===== src/rtl/sbcr_pkg.sv =====
// ----------------------------------------------------------------------------
// Spectrum bar column renderer package
// Shared constants, field layout, register indexes and control types.
// ----------------------------------------------------------------------------
`timescale 1ns / 1ps

package sbcr_pkg;

    localparam int DEF_COLUMNS       = 64;
    localparam int DEF_ROWS          = 16;
    localparam int DEF_HISTORY_DEPTH = 16;

    localparam int COL_W    = 6;
    localparam int MAG_W    = 31;
    localparam int COLOR_W  = 8;
    localparam int PIXROW_W = 4;
    localparam int THRESH_W = 8;
    localparam int MODE_W   = 2;
    localparam int DECAY_W  = 16;
    localparam int FRAC_W   = 15;

    localparam int IN_COL_LSB = 0;
    localparam int IN_MAG_LSB = IN_COL_LSB + COL_W;
    localparam int IN_MR_LSB  = IN_MAG_LSB + MAG_W;
    localparam int IN_MG_LSB  = IN_MR_LSB + COLOR_W;
    localparam int IN_MB_LSB  = IN_MG_LSB + COLOR_W;
    localparam int IN_PR_LSB  = IN_MB_LSB + COLOR_W;
    localparam int IN_PG_LSB  = IN_PR_LSB + COLOR_W;
    localparam int IN_PB_LSB  = IN_PG_LSB + COLOR_W;
    localparam int IN_USED_W  = IN_PB_LSB + COLOR_W;
    localparam int IN_TDATA_W = ((IN_USED_W + 7) / 8) * 8;

    localparam int OUT_USED_W  = COL_W + PIXROW_W + 3 * COLOR_W;
    localparam int OUT_TDATA_W = ((OUT_USED_W + 7) / 8) * 8;

    localparam int CFG_INDEX_W = 3;
    localparam int CFG_DATA_W  = 32;

    localparam logic [CFG_INDEX_W-1:0] CFG_CLAMP_LEVEL     = 3'd0;
    localparam logic [CFG_INDEX_W-1:0] CFG_LOWER_THRESHOLD = 3'd1;
    localparam logic [CFG_INDEX_W-1:0] CFG_SCALE_MODE      = 3'd2;
    localparam logic [CFG_INDEX_W-1:0] CFG_DECAY_FACTOR    = 3'd3;
    localparam logic [CFG_INDEX_W-1:0] CFG_STEP_SIZE       = 3'd4;

    localparam logic [MODE_W-1:0] MODE_LOG  = 2'd0;
    localparam logic [MODE_W-1:0] MODE_SQRT = 2'd1;
    localparam logic [MODE_W-1:0] MODE_LIN  = 2'd2;

    localparam logic [MAG_W-1:0]    RST_CLAMP_LEVEL     = 31'd330301440;
    localparam logic [THRESH_W-1:0] RST_LOWER_THRESHOLD = 8'd238;
    localparam logic [MODE_W-1:0]   RST_SCALE_MODE      = MODE_LIN;
    localparam logic [DECAY_W-1:0]  RST_DECAY_FACTOR    = 16'd29000;
    localparam logic [MAG_W-1:0]    RST_STEP_SIZE       = 31'd21500000;

    typedef struct packed {
        logic clear;
        logic load;
        logic scan;
        logic row_step;
        logic peak_step;
        logic finish;
    } t_cmd;

    typedef struct packed {
        logic clear_last;
        logic scan_done;
        logic rows_last;
        logic peak_pending;
        logic out_free;
    } t_status;

endpackage


===== src/rtl/sbcr_ctrl.sv =====
// ----------------------------------------------------------------------------
// Spectrum bar column renderer controller
// Sequences history clearing, history scan, row rendering and the peak pixel.
// ----------------------------------------------------------------------------
`timescale 1ns / 1ps

module sbcr_ctrl (
    input  logic              i_clk,
    input  logic              i_rst_n,
    input  logic              i_in_tvalid,
    output logic              o_in_tready,
    input  sbcr_pkg::t_status i_status,
    output sbcr_pkg::t_cmd    o_cmd
);
    import sbcr_pkg::*;

    localparam logic [2:0] ST_CLEAR = 3'd0;
    localparam logic [2:0] ST_IDLE  = 3'd1;
    localparam logic [2:0] ST_SCAN  = 3'd2;
    localparam logic [2:0] ST_ROWS  = 3'd3;
    localparam logic [2:0] ST_PEAK  = 3'd4;

    logic [2:0] r_state;
    logic [2:0] n_state;

    always_comb begin
        n_state     = r_state;
        o_cmd       = '0;
        o_in_tready = 1'b0;
        unique case (r_state)
            ST_CLEAR: begin
                o_cmd.clear = 1'b1;
                if (i_status.clear_last) begin
                    n_state = ST_IDLE;
                end
            end
            ST_IDLE: begin
                o_in_tready = 1'b1;
                if (i_in_tvalid) begin
                    o_cmd.load = 1'b1;
                    n_state    = ST_SCAN;
                end
            end
            ST_SCAN: begin
                o_cmd.scan = 1'b1;
                if (i_status.scan_done) begin
                    n_state = ST_ROWS;
                end
            end
            ST_ROWS: begin
                if (i_status.out_free) begin
                    o_cmd.row_step = 1'b1;
                    if (i_status.rows_last) begin
                        if (i_status.peak_pending) begin
                            n_state = ST_PEAK;
                        end else begin
                            o_cmd.finish = 1'b1;
                            n_state      = ST_IDLE;
                        end
                    end
                end
            end
            ST_PEAK: begin
                if (i_status.out_free) begin
                    o_cmd.peak_step = 1'b1;
                    o_cmd.finish    = 1'b1;
                    n_state         = ST_IDLE;
                end
            end
            default: begin
                n_state = ST_IDLE;
            end
        endcase
    end

    always_ff @(posedge i_clk) begin
        if (!i_rst_n) begin
            r_state <= ST_CLEAR;
        end else begin
            r_state <= n_state;
        end
    end

endmodule


===== config.mk =====
export PLATFORM = sky130hd
export DESIGN_NAME = sbcr_ctrl
export DESIGN_NICKNAME = d
export VERILOG_FILES = /design/src/rtl/sbcr_pkg.sv /design/src/rtl/sbcr_ctrl.sv
export SDC_FILE = /design/constraint.sdc
export NUM_CORES = 1
export LEC_CHECK = 0
export BUFFER_PORTS_ARGS = -buffer_cell sky130_fd_sc_hd__buf_4
export CELL_PAD_IN_SITES_DETAIL_PLACEMENT = 1
export CELL_PAD_IN_SITES_GLOBAL_PLACEMENT = 2
export CORE_UTILIZATION = 22
export DETAILED_ROUTE_END_ITERATION = 7
export GPL_ROUTABILITY_DRIVEN = 0
export MAX_ROUTING_LAYER = met4
export PLACE_DENSITY = 0.74
export SLEW_MARGIN = 20
export SYNTH_ARGS = -nofsm -noshare
export SYNTH_HDL_FRONTEND = slang
export SYNTH_SLANG_ARGS = --single-unit

===== constraint.sdc =====
create_clock -name i_clk -period 2.2 [get_ports i_clk]
set_clock_uncertainty 0.05 [all_clocks]
set_input_delay 0.55 -clock i_clk [delete_from_list [all_inputs] [get_ports i_clk]]
set_output_delay 0.55 -clock i_clk [all_outputs]
set_load 0.005 [all_outputs]

# After elaboration in Yosys (flattened, before gate mapping)
# Cells that the tools add are included.
# totals
regBits	3
input_bits	8
out_inout_bits	7
word_cells	34
# classes
eq_ne	10
n_mux	21
reduce_logical	2
# op_table
operator	count
two-way mux 3 bit	7
case mux 3 bit (5 select lines)	1
!= test 2 bit (second input constant)	6
two-way mux 1 bit	11
== test 3 x 2 -> 1 bit (second input constant)	2
AND reduction 6 bit	1
== test 3 x 1 -> 1 bit (second input constant)	1
== test 3 bit (second input constant)	1
logical NOT 3 bit	1
two-way mux 2 bit	1
case mux 1 bit (2 select lines)	1

# Depth between registers and ports, before layout
# Gate-level depths: netlist of the first run.
# depth
ltp_word	4
depth_mapped	5
mapped_depth_nobuf	4

# Worst setup path before layout of the first run
# Ideal clock, no wire load.
# synth_timing
kind	flip-flop to output port
from	register r_state[0]
to	output o_cmd[4] in the netlist's numbering
arrival_time_ns	0.944
t_required_ns	1.600
setup_slack_ns	0.656
stages_incl_launch_ff	4
path_buffers	1
path_cell_list	dfxtp_1 -> buf_2 -> nor3b_1 -> and2_1
# synth_rtl
item	line	source
from (decl)	sbcr_ctrl.sv:23	logic [2:0] r_state;
from (signal assigned)	sbcr_ctrl.sv:80	r_state <= n_state;
to (decl)	sbcr_ctrl.sv:13	output sbcr_pkg::t_cmd o_cmd

==> results of run 1 <==
## metal layers
layer	global-route usage [%]	up-vias	routed length, µm
li1	-	156	-
met1	14.59	153	351
met2	25.85	7	417
met3	5.233	0	21
met4	2.679	0	0
met5	-	-	0
## final timing paths
check | slack, ns | from | end
worst min register to register | 0.52 | r_state[2]$_SDFFE_PN0P_ | r_state[2]$_SDFFE_PN0P_
worst max-delay path | 0.17 | r_state[1]$_SDFFE_PN0P_ | o_cmd[0]
worst max register to register | 0.74 | r_state[0]$_SDFFE_PN0P_ | r_state[0]$_SDFFE_PN0P_
worst min-delay path | 0.52 | r_state[2]$_SDFFE_PN0P_ | r_state[2]$_SDFFE_PN0P_
## final cells by class
class | count | area (µm²)
multi-input combinational | 28 | 202.7
tap | 14 | 17.52
inverter | 2 | 7.507
clock buffer | 4 | 26.28
sequential | 3 | 60.06
fill | 148 | 737.0
timing repair buffer | 14 | 105.1
## worst min-delay path, stage by stage (launching register included)
cell	delay [ns]
sky130_fd_sc_hd__dfxtp_1	0.37
sky130_fd_sc_hd__nand2_1	0.09
sky130_fd_sc_hd__mux2i_1	0.06
## logic make-up (layout without fill, tap and decap cells)
family,Yosys count,in the layout,share of synthesized area (%)
mux,2,2,6.987
buf+inv,4,20,8.296
simple gates,19,19,42.36
xor+xnor,1,1,3.057
compound gates,6,6,18.34
flops,3,3,20.96
## power groups by stage
stage	Clock (mW)	Sequential (mW)	Combinational [mW]
2_1_floorplan	0	0.0836	0.230
3_3_place_gp	0	0.126	0.260
3_5_place_dp	0	0.130	0.268
4_1_cts	0.102	0.129	0.271
5_1_grt	0.106	0.138	0.294
6_report	0.0973	0.130	0.264
## through the flow
stage,setup slack (ns),hold slack (ns)
after global placement,0.4729,0.5040
final,0.1741,0.5185
after global routing,0.04814,0.5644
after floorplan,0.6562,0.4542
after CTS,0.1716,0.5277
after detailed placement,0.4295,0.5237
## placed cells by master, fill, tap and decap left out, types with 2 or more instances in the layout
cell / count
sky130_fd_sc_hd__and2_1: 2
sky130_fd_sc_hd__nor2b_1: 2
sky130_fd_sc_hd__nand2b_1: 3
sky130_fd_sc_hd__mux2i_1: 2
sky130_fd_sc_hd__nor3b_1: 2
sky130_fd_sc_hd__buf_4: 14
sky130_fd_sc_hd__dfxtp_1: 3
sky130_fd_sc_hd__inv_1: 2
sky130_fd_sc_hd__nand2_1: 2
sky130_fd_sc_hd__clkbuf_4: 3
==> results by stage, run 1 <==
STA:
- The transition time at the pin with the least slew margin is 0.4094 ns.
- For this run, the top clock speed supported by timing is 0.4936 GHz.
- The clock period minus worst slack is 2.026 ns.
- The number of hold-slack violations in the final timing report is 0.
- Setup repair after global routing left no endpoint under its margin.
- Dividing the final minimum period by the clock period gives 92.09%.
- The number of max-slew violations in the final report is 0.
- The sum of negative setup slack is 0 ns.
- The remaining max-slew budget at the tightest pin is 72.67%.
- The count of final setup violators is 0.

Route:
- For this run, the detailed router's first-pass iteration total came to 1.
- In the final routed layout, each cell accounts on average for 12.14 µm.
- In the routed design, unresolved DRC markers number 0.
- The routed wire length is 789 µm.
- The count of nets left with antenna violations once routing finished came out at 0.
- The via density per instance is 4.862.
- The first-iteration detailed-routing DRC count is 0.
- The count of vias placed by the detailed router is 316.

Clocking:
- Gates resized during post-CTS repair numbered 0.
- Clock tree synthesis found a total of 3 sinks.
- The number of CTS-inserted buffers is 3.
- Buffers inserted to repair hold after CTS numbered 0.
- CTS built an H-tree with a depth of 1.
- Post-CTS timing repair inserted 0 buffers for setup.
- Clock-pin slew was measured on the worst setup and hold paths at 0.03 ns.
- The maximum buffer depth of the clock tree is 2.
- In this run the clock root is driven by a sky130_fd_sc_hd__clkbuf_4.
- The clock latency of the later-clocked register in the worst-skew pair is 0.23 ns.
- TritonCTS built the clock tree.

Synth:
- The combined area of all synthesized cells is 286.5 µm².
- The portion of the post-synthesis area used by sequential elements is 20.96%.
- The post-synth net total is 43.
- The synthesis-stage register bit count is 3.
- Yosys printed 0 warnings.
- The largest total area in the synthesized netlist belongs to sky130_fd_sc_hd__dfxtp_1.
- The synthesized area per cell is 8.186 µm².
- Synthesis handed over a netlist of 35 instances.
- The main flop type after synthesis is sky130_fd_sc_hd__dfxtp_1.
- Ranked by instance count, the synthesized netlist is headed by sky130_fd_sc_hd__dfxtp_1 (3), sky130_fd_sc_hd__nand2b_1 (3).
- The distinct cell type count after synthesis is 25.
- Ranked by total cell area, the synthesized netlist is headed by sky130_fd_sc_hd__dfxtp_1 (21%), sky130_fd_sc_hd__mux2i_1 (7.0%), sky130_fd_sc_hd__nand2b_1 (6.6%).
- Of the post-synthesis cell area, the dominant cell type holds 20.96%.
- The number of enable-type register cells in the synthesized netlist is 0.
- In the synthesized netlist the async set-or-reset flop fraction comes to 0%.

Setup path:
- Traced cell by cell, the critical path runs through nor2b_1 -> nand4b_1 -> o21ai_0 -> and2_1 -> buf_4.
- The instance count on the critical path is 5.
- The required time at the worst-slack endpoint is 1.60 ns.
- The critical path in this run is classified as flop to output port.
- In this design, the stage delay of the slowest critical-path cell is 0.50 ns.
- The cell class contributing the biggest share of worst-path delay is simple AND/OR/NAND/NOR gates.
- At the worst endpoint, the arrival time is 1.43 ns.
- STA classifies the critical path endpoint as an output port.
- The worst-path maximum fanout is 10.
- The critical path startpoint category is a flop.
- The cell with the biggest individual delay on the critical path is sky130_fd_sc_hd__dfxtp_1.
- The count of buffering cells on the critical path with inverters included is 1.
- Measured in cells, the most critical reg-to-reg path has a length of 4.

Layout:
- The number of flip-flops in the largest register is 3.
- For this run, the share of the core covered by cells in the final layout is 36.26%.
- The count of placed standard cells in the final layout, fillers left out is 65.
- Compared with the post-synthesis result, the final layout area differs by 46.29%.
- In the final design database the tool counted 60 nets.
- In the final layout, the registers with the most flip-flops are r_state x3.
- The number of antenna diodes in the final layout is 0.
- Of the cells placed in the final design, the portion with a size suffix greater than 1 is 39.22%.
- Counting flops per register, the top entry is r_state.
- The design area is 419.2 µm².

Power and ir drop:
- The part of the power in the clock network is 19.8%.
- For this design the ratio of total power to cell area is 1173 nW/µm².
- The register share of total power is 26.5%.
- The switching share of total power is 39.75%.
- For this design the static power due to leakage is 0.1839 nW.
- Cell internal power was estimated by the tool at 0.2963 mW.
- Summing internal, switching and leakage power gives 0.4918 mW.
- Across the VDD grid, the largest voltage drop is 0.0003882 V.
- Per report_power, the combinational group accounts for 53.7% of the total.
- The analysis attributes to net switching a power of 0.1955 mW.

Placed design:
- The cell area after placement is 392.9 µm².
- The number of placed cells counting well taps is 61.
- Detailed placement ended at an HPWL of 631.5 µm.
- The count of buffers from port buffering is 14.

Outcome:
- The flow ran to the end, and the final reports show no timing, DRC or antenna violations.

Job:
- The count of maximum capacitance violations is 0.

GRT:
- The via count of the first global-routing pass was 314.
- The total grt overflow is 0.
- The first global-routing pass estimated 1386 µm of wire.
- The largest net degree at the start of global routing is 13.
- The number of antenna violations at the first check in global routing came to 0.
- The global-route usage over all layers is 14.23%.

Hold path:
- The path class of the lowest-slack min-delay path is flop to flop.
- The depth of the worst hold-timing path is 2.

Floorplanning:
- The starting utilization of the core area is 24.78%.
- The I/O pin total is 15.
- In this run the core area contains 12 standard-cell rows.
- The area of the core is 1156 µm².
- The die is 38.09 µm wide.
- The area of the die is 1451 µm².
- The y dimension of the die is 38.09 µm.
No activity file was read; power rests on OpenSTA's default activity.
==> run 2, diff against run 1 <==
- CORE_AREA: unset -> 2 2 39 41
- CORE_UTILIZATION: 22 -> unset
- CTS_BUF_LIST: unset -> sky130_fd_sc_hd__clkbuf_4 sky130_fd_sc_hd__clkbuf_8
- CTS_CLUSTER_DIAMETER: unset -> 30
- DIE_AREA: unset -> 0 0 41 43
- HOLD_SLACK_MARGIN: unset -> 0.08
- PLACE_DENSITY: 0.74 -> 0.73
==> run 2 against run 1 <==
  * Largest power group unchanged
  * Count of clock-buffer cells in the layout unchanged
  * Core utilization is 5.0 points lower
  * Cell count is 4.6% higher
  * Global-route usage down 4.1 points
  * Register-to-register slack better by 0.02 ns
==> results by stage, run 2 (synthesis results as in run 1) <==
Outcome:
- The run finished with clean final reports.

Layout:
- The number of flip-flops in the largest register is 3 (unchanged).
- In the final layout, the registers with the most flip-flops are r_state x3.
- The fraction of layout cells with a size suffix above 1 is 42.31% (+3.1 points).
- Leaving out fill and tap cells, the most frequent cell in the layout is sky130_fd_sc_hd__buf_4.
- The count of placed standard cells in the final layout, fillers left out is 68 (+4.6%).
- The final-stage net count came to 61 (+1.7%).
- The top cell types in the final layout, fill and taps aside, are sky130_fd_sc_hd__buf_4 (15), sky130_fd_sc_hd__clkbuf_4 (4), sky130_fd_sc_hd__nand2b_1 (3), sky130_fd_sc_hd__dfxtp_1 (3).
- The number of antenna repair diodes is 0 (unchanged).
- The design area is 432.9 µm² (+3.3%).
- Ranked by flip-flop count, first place goes to r_state.
- Relative to the synthesized area, the layout overhead comes to 51.09%.

STA:
- The count of final setup violators is 0 (unchanged).
- The remaining max-slew budget at the tightest pin is 73.38% (+0.71 points).
- The sum of negative setup slack was 0 ns (unchanged).
- The worst path setup slack after routing was 0.2510 ns (+0.07691 ns).
- The clock period minus worst slack is 1.949 ns (-0.07691 ns).
- The number of hold-slack violations in the final timing report is 0 (unchanged).
- The transition time at the pin with the least slew margin came to 0.3987 ns (-0.01063 ns).
- The share of the clock period used by the worst path after layout is 88.59% (-3.5 points).
- The maximum clock frequency is 0.5131 GHz (+3.9%).
- Setup repair after global routing left no endpoint under its margin.
- The number of max-slew violations in the final report came to 0 (unchanged).
- The post-route worst hold slack was 0.4944 ns (-0.02406 ns).

Route:
- The via density per instance is 4.574 (-5.9%).
- The routed length per placed instance is 11.07 µm (-8.8%).
- The remaining number of nets flagged by the antenna check after routing was 0 (unchanged).
- The number of detailed-routing iterations run before antenna repair was 4 (+3).
- The routed wire length came to 753 µm (-4.6%).
- The remaining routing DRC violations was 0 (unchanged).
- The first-iteration detailed-routing DRC count is 1 (+1).
- The count of vias placed by the detailed router is 311 (-1.6%).

Floorplanning:
- The I/O pin total is 15 (unchanged).
- The starting utilization of the core area is 20.71% (-4.1 points).
- The number of rows created at floorplan was 14 (+2).
- The floorplan die width came to 41 µm (+7.6%).
- The area of the core was 1384 µm² (+20%).
- The area of the die came to 1763 µm² (+22%).
- The y dimension of the die came to 43 µm (+13%).

Power and ir drop:
- The internal power consumption came to 0.3198 mW (+7.9%).
- The leakage power was 0.1926 nW (+4.7%).
- The switching power was 0.1916 mW (-2.0%).
- The combinational power share is 54.8% (+1.1 points).
- The register share of total power is 23.6% (-2.9 points).
- The total power divided by cell area is 1181 nW/µm² (+0.69%).
- The part of the power in the clock network is 21.6% (+1.8 points).
- The switching share of total power came to 37.46% (-2.3 points).
- The maximum resistive drop on vdd is 0.0004778 V (+23%).

Clocking:
- The buffers inserted during post-CTS setup optimization is 0 (unchanged).
- The post-CTS resize count is 0 (unchanged).
- The number of buffers inserted for hold repair after clock tree synthesis is 0 (unchanged).
- The maximum buffer depth of the clock tree is 2 (unchanged).
- The count of clock tree sinks is 3 (unchanged).
- The clock latency of the later-clocked register in the worst-skew pair is 0.23 ns (about the same).
- The number of CTS-inserted buffers is 3 (unchanged).
- The clock root buffer is sky130_fd_sc_hd__clkbuf_4.
- TritonCTS built the clock tree.
- The clock transition at the registers of the reported paths is 0.04 ns (about the same).
- The H-tree depth was 1 (unchanged).

GRT:
- The largest net degree at the start of global routing is 13 (unchanged).
- The total grt overflow is 0 (unchanged).
- The global-route usage over all layers is 10.15% (-4.1 points).
- The via count of the first global-routing pass is 303 (-3.5%).
- The wire length of the first global-routing pass is 1179 µm (-15%).
- The number of antenna violations at the first check in global routing is 0 (unchanged).

Placed design:
- The placement-stage worst setup slack came to 0.4538 ns (+0.02429 ns).
- The number of placed cells counting well taps is 64 (+4.9%).
- The count of buffers from port buffering is 14 (unchanged).
- The sum of net half-perimeters after detailed placement is 578 µm (-8.5%).
- The cell area after placement is 402.9 µm² (+2.5%).

Setup path:
- The data arrival time of the critical path was 1.35 ns (-0.08 ns).
- The depth of the worst register-to-register path is 4 (unchanged).
- The worst setup path is launched from a flop.
- The slowest stage of the critical path belongs to the cell sky130_fd_sc_hd__dfxtp_1.
- The critical path in this run is classified as flop to output port.
- The worst-path maximum fanout was 6 (-4).
- The required time at the worst-slack endpoint is 1.60 ns (about the same).
- The critical path goes through nor2b_1 -> nand4b_1 -> o21ai_0 -> and2_1 -> buf_4.
- The delay of the slowest critical-path stage was 0.43 ns (-0.07 ns).
- STA classifies the critical path endpoint as an output port.

Job:
- The count of maximum capacitance violations was 0 (unchanged).

Hold path:
- The depth of the worst hold-timing path was 2 (unchanged).
- The min-delay analysis places its worst path in the category flop to flop.
run 2: layout make-up:
class | count | area (µm²)
fill | 174 | 950.9
multi-input combinational | 28 | 202.7
timing repair buffer | 15 | 112.6
sequential | 3 | 60.06
clock buffer | 4 | 30.03
tap | 16 | 20.02
inverter | 2 | 7.507
run 2: through the flow:
stage	utilization, %	power, mW
2_1_floorplan	-	0.3138
3_3_place_gp	29.11	0.4055
6_report	31.28	0.5115
3_5_place_dp	29.11	0.4069
4_1_cts	31.28	0.5213
5_1_grt	31.28	0.5598
run 2: worst paths after layout:
kind                      startpoint                      end  slack [ns]
min reg2reg  r_state[1]$_SDFFE_PN0P_  r_state[1]$_SDFFE_PN0P_        0.49
min          r_state[1]$_SDFFE_PN0P_  r_state[1]$_SDFFE_PN0P_        0.49
max reg2reg  r_state[0]$_SDFFE_PN0P_  r_state[0]$_SDFFE_PN0P_        0.76
max          r_state[1]$_SDFFE_PN0P_                 o_cmd[0]        0.25
run 2: power groups by stage:
stage	clock [mW]	combinational, mW	sequential [mW]
final	0.110	0.280	0.121
after detailed placement	0	0.285	0.122
after floorplan	0	0.230	0.0836
after global placement	0	0.283	0.123
after CTS	0.115	0.285	0.121
after global routing	0.116	0.315	0.128
run 2: critical path, delay by kind of cell, from the launching register on:
kind                   cells  cell delay, ns
buffers and inverters      1            0.10
and+or+nand+nor            3            0.50
AOI/OAI and AO/OA          1            0.09
DFF                        1            0.43
run 2: layer usage:
metal / GRT usage, % / wire, µm / up-vias
met2: 14.37 / 320 / 13
met3: 0 / 58 / 2
met4: 10.00 / 17 / 0
met1: 12.10 / 358 / 137
li1: - / - / 159
met5: - / 0 / -
==> run 3, diff against run 2 <==
- CORE_AREA: 2 2 39 41 -> unset
- CORE_UTILIZATION: unset -> 21
- DIE_AREA: 0 0 41 43 -> unset
- PLACE_DENSITY: 0.73 -> 0.74
- clock period: 2.2 -> 1.75 ns (I/O delays scaled with it)
==> run 3 against run 2 <==
  * Via count increased by 3.5%
  * Global-route usage increased by 6.1 points
  * Non-clock buffer count unchanged
  * Worst setup slack got worse by 0.19 ns
  * Hold slack got worse by 0.091 ns
  * Die area decreased by 14%
  * Design area increased by 2.9%
  * Largest power group unchanged
==> results by stage, run 3 (synthesis results as in run 1) <==
Outcome:
- The run finished with clean final reports.

GRT:
- The number of antenna violations at the first check in global routing came to 0 (unchanged).
- The global-route usage over all layers came to 16.30% (+6.1 points).
- The wire length of the first global-routing pass is 1483 µm (+26%).
- The via count of the first global-routing pass came to 349 (+15%).
- The total grt overflow was 0 (unchanged).
- The largest net degree at the start of global routing is 13 (unchanged).

Floorplanning:
- The area of the core was 1186 µm² (-14%).
- The I/O pin total was 15 (unchanged).
- The floorplan die width is 38.94 µm (-5.0%).
- The area of the die was 1516 µm² (-14%).
- The y dimension of the die is 38.94 µm (-9.5%).
- The starting utilization of the core area is 24.16% (+3.5 points).
- The number of rows created at floorplan came to 12 (-2).

STA:
- Static timing analysis puts the maximum clock frequency at 0.5905 GHz.
- The sum of negative setup slack is 0 ns (unchanged).
- The clock period minus worst slack is 1.694 ns.
- Setup repair after global routing could not meet its margin everywhere.
- The transition time at the pin with the least slew margin is 0.2992 ns (-0.09956 ns).
- The remaining max-slew budget at the tightest pin is 79.90% (+6.5 points).
- The number of max-slew violations in the final report was 0 (unchanged).
- Dividing the final minimum period by the clock period gives 96.78%.
- The number of hold-slack violations in the final timing report is 0 (unchanged).
- The count of final setup violators is 0 (unchanged).

Layout:
- The library cell used most frequently in the layout, excluding fill and tap cells, is sky130_fd_sc_hd__buf_4.
- The count of placed standard cells in the final layout, fillers left out is 66 (-2.9%).
- The signed area change from the synthesized netlist to the final layout is 55.46%.
- The fraction of layout cells with a size suffix above 1 came to 50.00% (+7.7 points).
- The top cell types in the final layout, fill and taps aside, are sky130_fd_sc_hd__buf_4 (15), sky130_fd_sc_hd__clkbuf_4 (4), sky130_fd_sc_hd__nand2b_1 (3).
- The layout filler cell count came to 156 (-10%).
- The number of flip-flops in the largest register is 3 (unchanged).
- The largest registers in the layout are r_state x3.
- The utilization after layout is 37.55% (+6.3 points).
- Ranked by flip-flop count, first place goes to r_state.
- The number of antenna repair diodes is 0 (unchanged).
- The final-stage net count was 61 (unchanged).

Power and ir drop:
- The leakage power is 0.1985 nW (+3.1%).
- The internal power consumption came to 0.4218 mW (+32%).
- The total power divided by cell area is 1549 nW/µm² (+31%).
- The combinational power share is 58.3% (+3.5 points).
- The part of the power in the clock network is 20.9% (-0.7 points).
- The total power is 0.6899 mW (+35%).
- The register share of total power is 20.8% (-2.8 points).
- The switching share of total power is 38.87% (+1.4 points).
- The maximum resistive drop on vdd came to 0.0004237 V (-11%).
- The switching power is 0.2682 mW (+40%).

Route:
- The count of vias placed by the detailed router came to 322 (+3.5%).
- The routed wire length came to 924 µm (+23%).
- The remaining number of nets flagged by the antenna check after routing came to 0 (unchanged).
- The via density per instance is 4.879 (+6.7%).
- The first-iteration detailed-routing DRC count came to 3 (+2).
- The routed length per placed instance came to 14.00 µm (+26%).
- The remaining routing DRC violations is 0 (unchanged).
- The number of detailed-routing iterations run before antenna repair was 4 (unchanged).

Clocking:
- The maximum buffer depth of the clock tree is 2 (unchanged).
- The number of CTS-inserted buffers is 3 (unchanged).
- The clock transition at the registers of the reported paths is 0.04 ns (about the same).
- The clock latency of the later-clocked register in the worst-skew pair was 0.24 ns (about the same).
- The number of buffers inserted for hold repair after clock tree synthesis is 0 (unchanged).
- TritonCTS built the clock tree.
- The H-tree depth is 1 (unchanged).
- The count of clock tree sinks is 3 (unchanged).
- The clock root buffer is sky130_fd_sc_hd__clkbuf_4.

Placed design:
- The number of placed cells counting well taps is 62 (-3.1%).
- The count of buffers from port buffering came to 14 (unchanged).
- The sum of net half-perimeters after detailed placement came to 705.3 µm (+22%).

Setup path:
- The worst-path maximum fanout is 8 (+2).
- The cell with the biggest individual delay on the critical path is sky130_fd_sc_hd__dfxtp_1.
- The start-to-end type of the worst setup path is flop to output port.
- Walking the worst path, the cells encountered are buf_4 -> nor3_1 -> buf_4.
- The data arrival time of the critical path came to 1.21 ns (-0.14 ns).
- The delay of the slowest critical-path stage was 0.32 ns (-0.11 ns).
- The nature of the critical path endpoint is an output port.
- The worst setup path is launched from a flop.
- The required time at the worst-slack endpoint is 1.26 ns (-0.34 ns).
- The most frequent cell on the critical path is sky130_fd_sc_hd__buf_4.

Job:
- The count of maximum capacitance violations is 0 (unchanged).

Hold path:
- The worst hold path belongs to the class primary input to flop.
-- run 3: changes by cell type in the layout (fill, tap and decap cells not counted) --
cell,previous run,this run
sky130_fd_sc_hd__dfxtp_1,3,1
sky130_fd_sc_hd__dfxtp_2,0,2
sky130_fd_sc_hd__nor2b_1,2,1
sky130_fd_sc_hd__nor2b_4,0,1
sky130_fd_sc_hd__nor3b_1,2,1
sky130_fd_sc_hd__nor3b_2,0,1
-- run 3: final cells by class --
cell class	count	area [µm²]	share of cell area [%]
well taps	14	17.52	3.933
repair buffers	15	112.6	25.28
inverters	2	7.507	1.685
multi-input cells	28	215.2	48.31
clock buffers	4	30.03	6.742
flip-flops and latches	3	62.56	14.04
-- run 3: power by group through the flow --
stage	Sequential, mW	Combinational (mW)	Clock [mW]
floorplan	0.105	0.289	0
global placement	0.139	0.371	0
detailed placement	0.140	0.387	0
CTS	0.142	0.395	0.148
global route	0.149	0.441	0.155
finish	0.143	0.402	0.144
-- run 3: final timing paths --
path	from	to	slack (ns)	cells past startpoint
worst max-delay path	r_state[1]$_SDFFE_PN0P_	o_cmd[5]	0.06	3
worst min-delay path	i_rst_n	r_state[0]$_SDFFE_PN0P_	0.40	3
worst max register to register	r_state[1]$_SDFFE_PN0P_	r_state[1]$_SDFFE_PN0P_	0.34	5
worst min register to register	r_state[2]$_SDFFE_PN0P_	r_state[2]$_SDFFE_PN0P_	0.49	2
-- run 3: routing by layer --
metal / vias to the layer above / wire length [µm] / share of wire [%] / track usage (%)
met5: - / 0 / 0 / -
met4: 0 / 46 / 5.0 / 18.10
met3: 4 / 39 / 4.2 / 3.468
met2: 11 / 469 / 51 / 27.92
met1: 148 / 368 / 40 / 13.65
li1: 159 / - / - / -
-- run 3: what timing repair did --
action / CTS / global route
setup endpoints to repair: 2 / 3
gates resized for setup: 3 / 2
buffers inserted: 0 / 0
-- run 3: critical path: cells and delay by family, from the launching register on --
family | cells | cell delay (ns)
simple gates | 1 | 0.30
buf+inv | 2 | 0.34
flops | 1 | 0.32
-- run 3: per-stage QoR --
stage	hold slack, ns	cell area, µm²	setup slack (ns)
floorplan	0.4542	286.5	0.3187
global placement	0.5207	400.4	0.2195
detailed placement	0.5173	400.4	0.1780
CTS	0.4008	437.9	0.01830
global route	0.4095	445.4	-0.01918
finish	0.4037	445.4	0.05642
